`config.mk`:
```
export PLATFORM = sky130hd
export DESIGN_NAME = skfms_cfg
export DESIGN_NICKNAME = d
export VERILOG_FILES = /design/src/skfms_pkg.sv /design/src/skfms_cfg.sv
export SDC_FILE = /design/constraint.sdc
export NUM_CORES = 1
export LEC_CHECK = 0
export BUFFER_PORTS_ARGS = -buffer_cell sky130_fd_sc_hd__buf_2
export CAP_MARGIN = 20
export CELL_PAD_IN_SITES_DETAIL_PLACEMENT = 2
export CELL_PAD_IN_SITES_GLOBAL_PLACEMENT = 2
export CORE_MARGIN = 1
export CORE_UTILIZATION = 14
export DETAILED_ROUTE_END_ITERATION = 6
export PLACE_DENSITY_LB_ADDON = 0.1
export SLEW_MARGIN = 0
export SYNTH_ARGS = -nofsm -noshare
export SYNTH_HDL_FRONTEND = slang
export SYNTH_SLANG_ARGS = --single-unit
```
`constraint.sdc`:
```
create_clock -name clk -period 0.8 [get_ports clk]
set_input_delay 0.08 -clock clk [delete_from_list [all_inputs] [get_ports clk]]
set_output_delay 0.08 -clock clk [all_outputs]
set_load 0.1 [all_outputs]
```
`src/skfms_pkg.sv`:
```
// shared types and constants for the sorted-key first-match search block
package skfms_pkg;

	localparam int unsigned KEY_W = 32;
	localparam int unsigned IDX_W = 8;
	localparam int unsigned IDX_N = 1 << IDX_W;
	localparam int unsigned CNT_W = 9;
	localparam int unsigned DEFAULT_TABLE_DEPTH = 256;

	// configuration port
	localparam int unsigned APB_ADDR_W = 3;
	localparam int unsigned APB_DATA_W = 32;
	localparam int unsigned REG_SEL_BIT = 2;
	localparam logic REG_ENTRY_COUNT = 1'b0;

	// item kinds
	typedef enum logic {
		ACT_LOAD  = 1'b0,
		ACT_QUERY = 1'b1
	} action_t;

endpackage

```
`src/skfms_cfg.sv`:
```
// APB-style configuration register holding the entry count
module skfms_cfg import skfms_pkg::*; (
	input  logic                  clk,
	input  logic                  arst_n,
	input  logic                  psel,
	input  logic                  penable,
	input  logic                  pwrite,
	input  logic [APB_ADDR_W-1:0] paddr,
	input  logic [APB_DATA_W-1:0] pwdata,
	output logic [APB_DATA_W-1:0] prdata,
	output logic                  pready,
	output logic [CNT_W-1:0]      entry_count
);

	logic [CNT_W-1:0] entry_count_q;
	logic             wr_en;

	assign pready = 1'b1;
	assign wr_en  = psel && penable && pwrite && pready;

	// register write on the access phase
	always_ff @(posedge clk or negedge arst_n) begin
		if (!arst_n) begin
			entry_count_q <= '0;
		end else if (wr_en && (paddr[REG_SEL_BIT] == REG_ENTRY_COUNT)) begin
			entry_count_q <= pwdata[CNT_W-1:0];
		end
	end

	// read mux
	always_comb begin
		prdata = '0;
		unique case (paddr[REG_SEL_BIT])
			REG_ENTRY_COUNT: prdata = APB_DATA_W'(entry_count_q);
			default:         prdata = '0;
		endcase
	end

	assign entry_count = entry_count_q;

endmodule

```
Word level (Yosys, flattened, before mapping)
Cells that the tools add are included.
{"block": "op_classes", "mux": 1, "n_bitwise": 1, "reduce_logical": 3}
{"op": "9-bit 2-to-1 mux", "count": 1}
{"op": "1-bit logical AND", "count": 3}
{"op": "1-bit NOT", "count": 1}
{"block": "word_totals", "reg_bits": 9, "in_bits": 40, "output_inout_bits": 42, "word_cells": 6}

Longest topological paths before layout
Gate-level depths: netlist of run 1.
{"block": "logic_depth", "ltp_word": 3, "depth_mapped": 2, "depth_no_buf": 2}

Worst setup path before layout of run 1
OpenSTA, ideal clock, no wires.
{"block": "synth_timing", "path_type": "reg-to-output", "from": "register entry_count_q[0], in the netlist entry_count[0]", "to": "output prdata[0]", "t_arrival_ns": 1.510, "t_required_ns": 0.720, "path_slack_ns": -0.790, "stages_incl_launch_ff": 2, "cell_sequence": "dfrtp_1 > and2b_2"}
{"block": "synth_between", "elab_chain_len": 1}
{"item": "from (decl)", "line": "skfms_cfg.sv:15", "source": "logic [CNT_W-1:0] entry_count_q;"}
{"item": "from (signal assigned)", "line": "skfms_cfg.sv:26", "source": "entry_count_q <= pwdata[CNT_W-1:0];"}
{"item": "9-bit 2-to-1 mux", "line": "skfms_cfg.sv:33", "source": "unique case (paddr[REG_SEL_BIT])"}
{"item": "to (decl)", "line": "skfms_cfg.sv:10", "source": "output logic [APB_DATA_W-1:0] prdata,"}
No other way between the ends.

Worst setup path after layout of run 1
{"block": "layout_timing", "from": "register entry_count_q[1], in the netlist entry_count[1]", "to": "output prdata[1]"}
The elaborated chain is that of the path after synthesis.

==> impl_metrics.prom, run 1 <==
# TYPE chip_impl_metric gauge
chip_impl_metric{name="overall_routed_net_length",unit="um"} 1720
chip_impl_metric{name="clock_sinks",unit=""} 9
chip_impl_metric{name="vdd_drop_max",unit="V"} 0.00119
chip_impl_metric{name="routed-via-count",unit=""} 489
chip_impl_metric{name="viasPerCell",unit=""} 3.28
chip_impl_metric{name="setup_slack_reg_to_reg",unit="ns"} -0.06
chip_impl_metric{name="dpl_worst_slack",unit="ns"} -0.171
chip_impl_info{name="cts_tree",value="yes"} 1
chip_impl_metric{name="antenna_found_initial",unit=""} 1
chip_impl_metric{name="post-cts-setup-buffers",unit=""} 0
chip_impl_metric{name="period_minus_slack",unit="ns"} 1.14
chip_impl_info{name="nature_of_the_critical_path_endpoint",value="output pin"} 1
chip_impl_info{name="holdCritPathClass",value="in2reg"} 1
chip_impl_metric{name="via_count_of_the_first_global_routing_pass",unit=""} 459
chip_impl_metric{name="share_comb_of_total_power",unit="%"} 70.2
chip_impl_metric{name="area_of_the_multi_input_gates",unit="sq um"} 332
chip_impl_info{name="cts-root-buf",value="clkbuf_8"} 1
chip_impl_info{name="rsz_0062_raised_after_global_routing",value="yes"} 1
chip_impl_metric{name="largest_register_ff_count",unit=""} 9
chip_impl_metric{name="port_buffers",unit=""} 32
chip_impl_metric{name="relative_contribution_of_the_clock_network_to_total_power",unit="%"} 12.9
chip_impl_metric{name="yosys.cell_types.count",unit=""} 6
chip_impl_metric{name="fill_cells",unit=""} 460
chip_impl_metric{name="tritoncts.num_buffers",unit=""} 3
chip_impl_metric{name="power.net_switching",unit="W"} 0.00227
chip_impl_metric{name="synthToLayoutAreaGrowth",unit="%"} 100
chip_impl_metric{name="top_level_ports",unit=""} 82
chip_impl_metric{name="finalInstanceArea",unit="sq um"} 1240
chip_impl_metric{name="first_pass_grt_wire_length",unit="um"} 2440
chip_impl_metric{name="worst_ep_required_time",unit="ns"} 0.72
chip_impl_metric{name="nets",unit=""} 140
chip_impl_metric{name="final_worst_path_period_share",unit="%"} 142
chip_impl_metric{name="critical_path_peak_fanout",unit=""} 3
chip_impl_metric{name="placement.cell_area",unit="sq um"} 1130
chip_impl_metric{name="report.final.slew_viol_count",unit=""} 0
chip_impl_metric{name="layout_setup_ws",unit="ns"} -0.339
chip_impl_metric{name="ys_warn_count",unit=""} 0
chip_impl_info{name="critPathSlowestCell",value="dfrtp_4"} 1
chip_impl_metric{name="syn-instance-count",unit=""} 54
chip_impl_metric{name="cellPowerDensity",unit="nW/um^2"} 3450
chip_impl_info{name="criticalPathCategory",value="reg2out"} 1
chip_impl_metric{name="max_capacitance_violation_count",unit=""} 0
chip_impl_metric{name="drtIter0Drc",unit=""} 0
chip_impl_metric{name="detail_placement_hpwl",unit="um"} 1330
chip_impl_metric{name="detail_route.drc_violations",unit=""} 0
chip_impl_metric{name="hold_violations",unit=""} 0
chip_impl_metric{name="worst_ep_arrival_time",unit="ns"} 1.06
chip_impl_metric{name="sequential_cell_area",unit="sq um"} 259
chip_impl_metric{name="core_area",unit="sq um"} 4120
chip_impl_metric{name="floorplan.die_area",unit="sq um"} 4680
chip_impl_metric{name="fmax_achieved",unit="MHz"} 878
chip_impl_metric{name="power.internal",unit="W"} 0.00199
chip_impl_metric{name="post_route_cells_drive_above_1_share",unit="%"} 73.7
chip_impl_metric{name="power_frac_seq",unit="%"} 16.9
chip_impl_info{name="critical_path.reg2reg.endpoint",value="entry_count[8]"} 1
chip_impl_metric{name="clk_pin_slew",unit="ns"} 0.05
chip_impl_metric{name="hold-path-cell-count",unit=""} 2
chip_impl_metric{name="cellLeakagePower",unit="nW"} 0.606
chip_impl_metric{name="number_of_cell_rows",unit=""} 23
chip_impl_metric{name="worst_clock_skew",unit="ns"} 0
chip_impl_metric{name="maximum_number_of_pins_on_one_net_before_global_route_repair",unit=""} 10
chip_impl_metric{name="floorplan.die.height",unit="um"} 68.4
chip_impl_metric{name="gpl.final_weighted_congestion",unit=""} 0.548
chip_impl_metric{name="route.detailed.wl_per_inst",unit="um"} 11.5
chip_impl_info{name="startpoint_type",value="register"} 1
chip_impl_metric{name="grt_use_total",unit="%"} 7.83
chip_impl_metric{name="synthesis.area_per_instance",unit="sq um"} 11.4
chip_impl_metric{name="post_synth_instance_area",unit="sq um"} 617
chip_impl_metric{name="die_width",unit="um"} 68.4
chip_impl_metric{name="timing.final.setup_violations",unit=""} 27
chip_impl_metric{name="synth.ff_latch_count",unit=""} 9
chip_impl_metric{name="depth_of_the_most_critical_reg_to_reg_path",unit=""} 1
chip_impl_info{name="failed_checks",value="negative setup slack"} 1
chip_impl_metric{name="globalRoute.totalOverflow",unit=""} 0
chip_impl_metric{name="antenna_violating_nets_post_route",unit=""} 0
chip_impl_metric{name="clk-insertion-delay-late",unit="ns"} 0.23
chip_impl_info{name="holdCritStartpoint",value="pwdata[2]"} 1
chip_impl_metric{name="initial_core_util",unit="%"} 15.0
chip_impl_info{name="worst_r2r_startpoint",value="entry_count[8]"} 1
chip_impl_metric{name="cts.path.max_buffers",unit=""} 2
chip_impl_metric{name="synth_seq_area_share",unit="%"} 36.5
chip_impl_info{name="outcome",value="finished with violations"} 1
chip_impl_info{name="crit_chain",value="and2b_4 > buf_12"} 1
chip_impl_metric{name="dr.pass1.iters",unit=""} 1
chip_impl_info{name="hold_path_end",value="entry_count[2]"} 1
chip_impl_metric{name="cpPeakStageDelay",unit="ns"} 0.48
chip_impl_metric{name="power_switching_share",unit="%"} 53.2
chip_impl_metric{name="cts-htree-levels",unit=""} 1
chip_impl_metric{name="antenna_cells_inserted",unit=""} 0
layout by cell type, fill, tap and decap left out:
master and n:
conb_1 24, buf_12 18, buf_2 14, and2b_4 9, dfrtp_4 9, mux2_4 7, buf_6 6, buf_4 4
clkbuf_8 3, mux2_2 2, nand4b_4 1, clkbuf_1 1, dlygate4sd3_1 1
metal layers:
layer  global-route usage [%]  part of all wire (%)  vias to the layer above
li1                         -                     -                      213
met1                     9.25                    37                      232
met2                     11.6                    48                       38
met3                     4.33                    13                        4
met4                     3.13                   1.3                        2
met5                        0                  0.52                        -
metrics by stage:
| stage | utilization [%] | cells | hold slack, ns | total power (W) | TNS, ns |
|---|---|---|---|---|---|
| 6_report | 30.0 | 149 | 0.0713 | 0.00426 | -6.03 |
| 5_1_grt | 30.0 | 149 | 0.0710 | 0.00440 | -6.58 |
| 4_1_cts | 29.9 | 149 | 0.0656 | 0.00430 | -6.28 |
| 3_5_place_dp | 27.5 | 144 | -0.0342 | 0.00362 | -2.46 |
| 3_3_place_gp | 27.5 | 144 | -0.0374 | 0.00359 | -2.33 |
| 2_1_floorplan | - | 76 | -0.216 | 0.00269 | -4.68 |
cell families (layout without fill, tap and decap cells):
kind of cell | after synthesis | in the layout | synth area share, %
and+or+nand+nor | 10 | 10 | 16.6
muxes | 9 | 9 | 16.4
other | 2 | 24 | 1.22
DFF | 9 | 9 | 36.5
buffers and inverters | 24 | 47 | 29.2
how the worst max path moves through the flow:
stage	cells after the start	endpoint	from
detailed placement	3	entry_count[0]	paddr[2]
floorplan	1	prdata[0]	entry_count[0]
global route	2	prdata[1]	entry_count[1]
finish	2	prdata[1]	entry_count[1]
global placement	3	entry_count[6]	paddr[2]
CTS	2	prdata[0]	entry_count[0]
worst max-delay path, delay by kind of cell (launching register included):
family / cells / cell delay (ns)
simple gates: 1 / 0.18
flops: 1 / 0.48
buf+inv: 1 / 0.16
Yosys cell counts:
cell type,count,share of area (%)
and2b_2,9,13
buf_4,24,29
conb_1,2,1.2
dfrtp_1,9,37
mux2_2,9,16
nand4b_4,1,3.9
power by group through the flow:
stage	Clock, W	Sequential, W	Combinational, W
3_5_place_dp	0	0.000709	0.00291
2_1_floorplan	0	0.00145	0.00123
4_1_cts	0.000585	0.000718	0.00300
6_report	0.000550	0.000718	0.00299
3_3_place_gp	0	0.000698	0.00289
5_1_grt	0.000597	0.000735	0.00307
final cells by class:
type                            instances  area share, %
Clock buffer                            4           3.64
Multi-Input combinational cell         43           26.8
Sequential cell                         9           21.0
Tap cell                               50           5.06
Timing Repair Buffer                   43           43.5
what timing repair did:
action	4_1_cts	5_1_grt
endpoints found under the setup margin	27	27
hold endpoints to repair	9	0
resized for setup	11	2
hold buffers	1	0
No activity file was read; power rests on OpenSTA's default activity.
==> run 2, diff against run 1 <==
--- a/config.mk
+++ b/config.mk
@@ -5,12 +5,13 @@
 export SDC_FILE = /design/constraint.sdc
 export NUM_CORES = 1
 export LEC_CHECK = 0
+export ABC_AREA = 1
 export BUFFER_PORTS_ARGS = -buffer_cell sky130_fd_sc_hd__buf_2
 export CAP_MARGIN = 20
 export CELL_PAD_IN_SITES_DETAIL_PLACEMENT = 2
 export CELL_PAD_IN_SITES_GLOBAL_PLACEMENT = 2
 export CORE_MARGIN = 1
-export CORE_UTILIZATION = 14
+export CORE_UTILIZATION = 13
 export DETAILED_ROUTE_END_ITERATION = 6
 export PLACE_DENSITY_LB_ADDON = 0.1
 export SLEW_MARGIN = 0
==> run 2 against run 1 <==
The flow still finishes with violations (negative setup slack). Sequential power up 5.3%. Setup slack better by 0.052 ns. Global-route usage up 0.11 points. Combinational power down 18%. Clock power down 1%. Synthesized cell count up 59%. Total power down 12%. First-iteration DRC count up 9. Cell count up 28%. Wire length up 8.5%. Critical path type unchanged.
==> impl_metrics.prom, run 2 <==
# TYPE chip_impl_metric gauge
chip_impl_info{name="holdCritPathClass",value="in2reg"} 1
chip_impl_metric{name="maximum_number_of_pins_on_one_net_before_global_route_repair",unit=""} 11
chip_impl_info{name="synth_area_leader_cell",value="dfrtp_1"} 1
chip_impl_metric{name="fmax_achieved",unit="MHz"} 920
chip_impl_info{name="hold_path_end",value="entry_count[2]"} 1
chip_impl_metric{name="depth_of_the_most_critical_reg_to_reg_path",unit=""} 2
chip_impl_metric{name="report.final.slew_viol_count",unit=""} 0
chip_impl_metric{name="post_synth_instance_area",unit="sq um"} 647
chip_impl_metric{name="synth.mux.area_fraction",unit="%"} 0
chip_impl_info{name="cts-root-buf",value="clkbuf_8"} 1
chip_impl_metric{name="overall_routed_net_length",unit="um"} 1860
chip_impl_metric{name="layout_setup_ws",unit="ns"} -0.287
chip_impl_metric{name="post-cts-setup-buffers",unit=""} 0
chip_impl_metric{name="first_pass_grt_wire_length",unit="um"} 3090
chip_impl_info{name="critical_path.reg2reg.endpoint",value="entry_count[7]"} 1
chip_impl_metric{name="drtIter0Drc",unit=""} 9
chip_impl_info{name="crit_chain",value="inv_2 > nor2_4 > buf_12"} 1
chip_impl_info{name="critPathSlowestCell",value="dfrtp_4"} 1
chip_impl_metric{name="cellPowerDensity",unit="nW/um^2"} 2970
chip_impl_metric{name="relative_contribution_of_the_clock_network_to_total_power",unit="%"} 14.5
chip_impl_info{name="synth.top_cells.by_count",value="buf_4 (24), nand2_1 (19), inv_1 (10)"} 1
chip_impl_metric{name="synth_compound_area_share",unit="%"} 0
chip_impl_metric{name="synth_async_sr_flop_share",unit="%"} 100
chip_impl_metric{name="die_width",unit="um"} 72.5
chip_impl_metric{name="setup-tns-final",unit="ns"} -4.28
chip_impl_metric{name="synth_edf_count",unit=""} 0
chip_impl_metric{name="routed-via-count",unit=""} 587
chip_impl_metric{name="synth.top_cell.area_share",unit="%"} 34.8
chip_impl_metric{name="synthesis.area_per_instance",unit="sq um"} 7.52
chip_impl_metric{name="timing.final.setup_violations",unit=""} 18
chip_impl_info{name="criticalPathCategory",value="reg2out"} 1
chip_impl_metric{name="route.detailed.wl_per_inst",unit="um"} 9.81
chip_impl_metric{name="globalRoute.totalOverflow",unit=""} 0
chip_impl_metric{name="detail_route.drc_violations",unit=""} 0
chip_impl_metric{name="nets",unit=""} 164
chip_impl_metric{name="antenna_found_initial",unit=""} 0
chip_impl_metric{name="power.internal",unit="W"} 0.00161
chip_impl_metric{name="top_level_ports",unit=""} 82
chip_impl_info{name="outcome",value="finished with violations"} 1
chip_impl_metric{name="placement.cell_area",unit="sq um"} 1190
chip_impl_metric{name="clk-insertion-delay-late",unit="ns"} 0.23
chip_impl_metric{name="worst_ep_arrival_time",unit="ns"} 1.01
chip_impl_info{name="combinational_family_with_the_most_area_after_synthesis",value="buffers and inverters"} 1
chip_impl_metric{name="setup_slack_reg_to_reg",unit="ns"} 0.06
chip_impl_info{name="nature_of_the_critical_path_endpoint",value="output pin"} 1
chip_impl_info{name="worst_r2r_startpoint",value="entry_count[7]"} 1
chip_impl_metric{name="cellLeakagePower",unit="nW"} 0.601
chip_impl_info{name="failed_checks",value="negative setup slack"} 1
chip_impl_metric{name="yosys.area_share.simple",unit="%"} 28.0
chip_impl_metric{name="worst_ep_required_time",unit="ns"} 0.72
chip_impl_metric{name="ys_warn_count",unit=""} 0
chip_impl_info{name="cts_tree",value="yes"} 1
chip_impl_metric{name="fill_cells",unit=""} 560
chip_impl_info{name="synth_flop_cell",value="dfrtp_1"} 1
chip_impl_info{name="final_cell_mix",value="conb_1 (24), nand2_1 (19), buf_12 (19), buf_2 (14)"} 1
chip_impl_metric{name="cts.path.max_buffers",unit=""} 2
chip_impl_metric{name="synthToLayoutAreaGrowth",unit="%"} 95.0
chip_impl_metric{name="yosys.cell_types.count",unit=""} 11
chip_impl_info{name="synthTopCellsByArea",value="dfrtp_1 (35%), buf_4 (28%), nand2_1 (11%)"} 1
chip_impl_metric{name="tritoncts.num_buffers",unit=""} 3
chip_impl_metric{name="antenna_violating_nets_post_route",unit=""} 0
chip_impl_metric{name="antenna_cells_inserted",unit=""} 0
chip_impl_metric{name="syn-instance-count",unit=""} 86
chip_impl_metric{name="postLayoutCoreUtil",unit="%"} 26.5
chip_impl_info{name="startpoint_type",value="register"} 1
chip_impl_metric{name="finalInstanceArea",unit="sq um"} 1260
chip_impl_info{name="holdCritStartpoint",value="pwdata[2]"} 1
chip_impl_metric{name="critical_path_peak_fanout",unit=""} 3
chip_impl_metric{name="port_buffers",unit=""} 32
chip_impl_info{name="rsz_0062_raised_after_global_routing",value="yes"} 1
chip_impl_metric{name="hold-path-cell-count",unit=""} 3
chip_impl_metric{name="initial_core_util",unit="%"} 13.6
chip_impl_info{name="final_common_cell",value="conb_1"} 1
chip_impl_metric{name="largest_register_ff_count",unit=""} 9
chip_impl_metric{name="via_count_of_the_first_global_routing_pass",unit=""} 615
chip_impl_metric{name="vdd_drop_max",unit="V"} 0.000609
chip_impl_metric{name="clk_pin_slew",unit="ns"} 0.05
chip_impl_metric{name="number_of_cell_rows",unit=""} 25
chip_impl_metric{name="grt_use_total",unit="%"} 7.94
chip_impl_metric{name="detail_placement_hpwl",unit="um"} 1590
chip_impl_metric{name="synth_seq_area_share",unit="%"} 34.8
chip_impl_metric{name="max_capacitance_violation_count",unit=""} 0
chip_impl_metric{name="cts-htree-levels",unit=""} 1
chip_impl_metric{name="final_worst_path_period_share",unit="%"} 136
chip_impl_metric{name="power_frac_seq",unit="%"} 20.2
chip_impl_metric{name="period_minus_slack",unit="ns"} 1.09
chip_impl_metric{name="post_route_cells_drive_above_1_share",unit="%"} 55.3
chip_impl_metric{name="power.net_switching",unit="W"} 0.00213
chip_impl_metric{name="synth-xor-area-share",unit="%"} 0
chip_impl_metric{name="core_area",unit="sq um"} 4750
chip_impl_metric{name="gpl.final_weighted_congestion",unit=""} 0.642
chip_impl_metric{name="share_comb_of_total_power",unit="%"} 65.3
chip_impl_metric{name="cpPeakStageDelay",unit="ns"} 0.50
chip_impl_metric{name="clock_sinks",unit=""} 9
chip_impl_metric{name="worst_clock_skew",unit="ns"} 0
chip_impl_metric{name="viasPerCell",unit=""} 3.09
chip_impl_metric{name="floorplan.die.height",unit="um"} 72.5
chip_impl_metric{name="dr.pass1.iters",unit=""} 2
chip_impl_metric{name="synth.ff_latch_count",unit=""} 9
chip_impl_metric{name="hold_violations",unit=""} 0
chip_impl_info{name="cell_with_the_most_instances_after_synthesis",value="buf_4"} 1
chip_impl_metric{name="power_switching_share",unit="%"} 57.0
chip_impl_metric{name="floorplan.die_area",unit="sq um"} 5260
chip_impl_metric{name="adder_cell_fraction_of_synth_area",unit="%"} 0
run 2: changes by cell type after synthesis:
cell      delta
and2b_2      -9
buf_6        +1
inv_1       +10
inv_2        +1
mux2_2       -9
nand2_1     +19
nand2_4      +1
nand3_1      +9
nand4b_4     -1
nor2_1       +9
nor2_8       +1
run 2: worst max path at each step:
stage | startpoint | endpoint | slack (ns) | cells past startpoint
6_report | entry_count[6] | prdata[6] | -0.29 | 3
2_1_floorplan | entry_count[0] | prdata[0] | -0.46 | 2
3_5_place_dp | entry_count[7] | prdata[7] | -0.06 | 3
5_1_grt | entry_count[6] | prdata[6] | -0.32 | 3
3_3_place_gp | entry_count[4] | prdata[4] | -0.05 | 3
4_1_cts | entry_count[1] | prdata[1] | -0.30 | 3
run 2: repair_timing:
item,CTS,global route
cloned,0,0
resized for setup,2,5
pin swaps,9,0
endpoints found under the hold margin,9,0
hold buffers,1,0
setup endpoints to repair,18,18
run 2: power by group through the flow:
stage / Combinational (W) / Sequential, W / Clock (W)
4_1_cts: 0.00245 / 0.000746 / 0.000575
3_3_place_gp: 0.00244 / 0.000742 / 0
6_report: 0.00245 / 0.000756 / 0.000542
2_1_floorplan: 0.00121 / 0.00132 / 0
5_1_grt: 0.00252 / 0.000773 / 0.000607
3_5_place_dp: 0.00246 / 0.000747 / 0
run 2: cells by family after synthesis:
group                  after synthesis
buffers and inverters               36
flip-flops                           9
other                                2
AND/OR/NAND/NOR                     39
run 2: layout make-up:
type | count | area (sq um) | area share, %
Inverter | 11 | 58.8 | 4.66
Timing Repair Buffer | 36 | 475 | 37.7
Clock buffer | 4 | 45.0 | 3.57
Multi-Input combinational cell | 63 | 339 | 26.9
Tap cell | 67 | 83.8 | 6.65
Sequential cell | 9 | 259 | 20.5
run 2: stage by stage:
step	total power (W)	std cells	setup WS, ns	hold WS [ns]
detailed placement	0.00320	185	-0.0610	-0.0461
global route	0.00390	190	-0.325	0.102
global placement	0.00318	185	-0.0453	-0.0505
CTS	0.00377	190	-0.305	0.0809
floorplan	0.00253	108	-0.459	-0.216
finish	0.00374	190	-0.287	0.0839
run 2: worst max-delay path: cells and delay by family (launching register included):
| family | cells | cell delay [ns] |
|---|---|---|
| AND/OR/NAND/NOR | 1 | 0.04 |
| flip-flops | 1 | 0.50 |
| buffers and inverters | 2 | 0.24 |
run 2: metal layers:
layer	GRT usage [%]	routed length, um	vias to the layer above
li1	-	-	284
met2	13.7	980	33
met1	9.11	723	268
met3	2.36	151	2
met5	0	0	-
met4	3.27	7	0
==> run 3, diff against run 2 <==
==> constraint.sdc (replaced) <==
create_clock -name clk -period 0.8 [get_ports clk]
set_input_delay 0.08 -clock clk [delete_from_list [all_inputs] [get_ports clk]]
set_output_delay 0.08 -clock clk [all_outputs]
set_load 0.02 [all_outputs]
==> run 3 against run 2 <==
The run still ends with negative setup slack left. Via count up 0.51%. Global-route usage fell by 0.96 points. Total power decreased by 46%. Wire length decreased by 4.7%. Die area did not move. Utilization decreased by 5.4 points. Combinational power is 64% lower. First-iteration DRC count shrank 56%. Register-to-register slack got worse by 0.08 ns. Worst hold slack improved by 0.0037 ns. Highest routed layer unchanged.
==> impl_metrics.prom, run 3 (same netlist as run 2, synthesis figures left out) <==
# TYPE chip_impl_metric gauge
chip_impl_metric{name="worst_ep_required_time",unit="ns"} 0.72
chip_impl_metric{name="clock_sinks",unit=""} 9
chip_impl_metric{name="nets",unit=""} 167
chip_impl_metric{name="viasPerCell",unit=""} 3.06
chip_impl_metric{name="tritoncts.num_buffers",unit=""} 3
chip_impl_metric{name="antenna_cells_inserted",unit=""} 0
chip_impl_metric{name="top_level_ports",unit=""} 82
chip_impl_metric{name="cellLeakagePower",unit="nW"} 0.567
chip_impl_metric{name="port_buffers",unit=""} 32
chip_impl_info{name="final_cell_mix",value="conb_1 (24), nand2_1 (19), buf_2 (17), buf_6 (16)"} 1
chip_impl_metric{name="clk-insertion-delay-late",unit="ns"} 0.23
chip_impl_info{name="nature_of_the_critical_path_endpoint",value="output pin"} 1
chip_impl_metric{name="depth_of_the_most_critical_reg_to_reg_path",unit=""} 4
chip_impl_metric{name="drtIter0Drc",unit=""} 4
chip_impl_metric{name="antenna_violating_nets_post_route",unit=""} 0
chip_impl_metric{name="gpl.final_weighted_congestion",unit=""} 0.657
chip_impl_metric{name="max_capacitance_violation_count",unit=""} 0
chip_impl_metric{name="routed-via-count",unit=""} 590
chip_impl_metric{name="route.detailed.wl_per_inst",unit="um"} 9.20
chip_impl_metric{name="period_minus_slack",unit="ns"} 0.982
chip_impl_metric{name="hold-path-cell-count",unit=""} 3
chip_impl_info{name="cts_tree",value="yes"} 1
chip_impl_metric{name="report.final.slew_viol_count",unit=""} 0
chip_impl_metric{name="cts-htree-levels",unit=""} 1
chip_impl_metric{name="die_width",unit="um"} 72.5
chip_impl_metric{name="layout_setup_ws",unit="ns"} -0.182
chip_impl_metric{name="clk_pin_slew",unit="ns"} 0.05
chip_impl_metric{name="post_route_cells_drive_above_1_share",unit="%"} 42.9
chip_impl_metric{name="first_pass_grt_wire_length",unit="um"} 2720
chip_impl_metric{name="globalRoute.totalOverflow",unit=""} 0
chip_impl_info{name="holdCritPathClass",value="in2reg"} 1
chip_impl_metric{name="floorplan.die.height",unit="um"} 72.5
chip_impl_metric{name="grt_use_total",unit="%"} 6.98
chip_impl_info{name="criticalPathCategory",value="reg2out"} 1
chip_impl_metric{name="overall_routed_net_length",unit="um"} 1780
chip_impl_metric{name="final_worst_path_period_share",unit="%"} 123
chip_impl_metric{name="synthToLayoutAreaGrowth",unit="%"} 54.9
chip_impl_metric{name="fmax_achieved",unit="MHz"} 1020
chip_impl_metric{name="fill_cells",unit=""} 604
chip_impl_info{name="failed_checks",value="negative setup slack"} 1
chip_impl_metric{name="dpl_worst_slack",unit="ns"} -0.0346
chip_impl_metric{name="hold_violations",unit=""} 0
chip_impl_metric{name="initial_core_util",unit="%"} 13.6
chip_impl_metric{name="maximum_number_of_pins_on_one_net_before_global_route_repair",unit=""} 11
chip_impl_metric{name="cellPowerDensity",unit="nW/um^2"} 2010
chip_impl_metric{name="critical_path_peak_fanout",unit=""} 3
chip_impl_metric{name="sequential_cell_area",unit="sq um"} 225
chip_impl_info{name="hold_path_end",value="entry_count[2]"} 1
chip_impl_metric{name="setup_slack_reg_to_reg",unit="ns"} -0.02
chip_impl_metric{name="vdd_drop_max",unit="V"} 0.000465
chip_impl_info{name="cts-root-buf",value="clkbuf_8"} 1
chip_impl_metric{name="area_of_the_multi_input_gates",unit="sq um"} 294
chip_impl_metric{name="dr.pass1.iters",unit=""} 4
chip_impl_info{name="final_common_cell",value="conb_1"} 1
chip_impl_metric{name="detail_placement_hpwl",unit="um"} 1410
chip_impl_metric{name="largest_register_ff_count",unit=""} 9
chip_impl_info{name="startpoint_type",value="register"} 1
chip_impl_metric{name="postLayoutCoreUtil",unit="%"} 21.1
chip_impl_metric{name="cts.path.max_buffers",unit=""} 2
chip_impl_info{name="worst_r2r_startpoint",value="entry_count[3]"} 1
chip_impl_metric{name="worst_ep_arrival_time",unit="ns"} 0.90
chip_impl_info{name="rsz_0062_raised_after_global_routing",value="yes"} 1
chip_impl_metric{name="antenna_found_initial",unit=""} 0
chip_impl_metric{name="number_of_cell_rows",unit=""} 25
chip_impl_info{name="critical_path.reg2reg.endpoint",value="entry_count[3]"} 1
chip_impl_info{name="outcome",value="finished with violations"} 1
chip_impl_metric{name="timing.final.setup_violations",unit=""} 19
chip_impl_metric{name="floorplan.die_area",unit="sq um"} 5260
chip_impl_metric{name="worst_clock_skew",unit="ns"} 0
chip_impl_metric{name="detail_route.drc_violations",unit=""} 0
chip_impl_info{name="holdCritStartpoint",value="pwdata[2]"} 1
chip_impl_metric{name="core_area",unit="sq um"} 4750
chip_impl_metric{name="via_count_of_the_first_global_routing_pass",unit=""} 584
==> run 3: critical path, stage by stage, from the launching register on <==
cell and delay (ns):
dfrtp_1 0.38, inv_1 0.06, nor2_2 0.11, buf_6 0.12
==> run 3: how the worst max path moves through the flow <==
stage                           endpoint      startpoint  cells past startpoint
after CTS                      prdata[8]  entry_count[8]                      3
after global routing           prdata[5]  entry_count[5]                      3
after detailed placement  entry_count[6]        paddr[2]                      5
after floorplan                prdata[0]  entry_count[0]                      2
final                          prdata[2]  entry_count[2]                      3
after global placement    entry_count[6]        paddr[2]                      5
==> run 3: layout make-up <==
type | count | area share [%]
sequential | 9 | 22.5
timing repair buffer | 39 | 31.2
tap | 67 | 8.36
multi-input combinational | 63 | 29.3
inverter | 11 | 4.12
clock buffer | 4 | 4.49
==> run 3: metal layers <==
metal | part of all wire [%] | wire [um] | GRT usage (%) | vias up
met5 | 0 | 0 | 0 | -
met4 | 0.56 | 10 | 3.27 | 0
met3 | 11 | 203 | 2.78 | 2
met2 | 47 | 832 | 11.3 | 38
met1 | 41 | 729 | 8.02 | 265
li1 | - | - | - | 285
==> run 3: stage by stage <==
stage               hold WS, ns  std cells  cell area (sq um)  total power (W)  setup TNS, ns
detailed placement      -0.0425        184                820          0.00129         -0.271
global route             0.0943        193               1000          0.00215          -2.86
CTS                      0.0852        191                958          0.00197          -2.08
global placement        -0.0424        184                820          0.00128         -0.144
floorplan                -0.216        108                752          0.00115              0
finish                   0.0875        193               1000          0.00201          -1.97
==> run 3: repair_timing <==
| action | CTS | global route |
|---|---|---|
| hold buffers | 1 | 0 |
| buffers inserted | 2 | 2 |
| pin swaps | 2 | 2 |
| endpoints found under the setup margin | 18 | 18 |
| hold endpoints to repair | 9 | 0 |
| gates resized for setup | 22 | 10 |
==> run 3: power breakdown <==
part	leakage, nW	internal, W	switching (W)	total [W]
Sequential	0.113	0.000543	0.0000758	0.000619
Combinational	0.431	0.000369	0.000501	0.000871
Clock	0.0228	0.000347	0.000174	0.000521
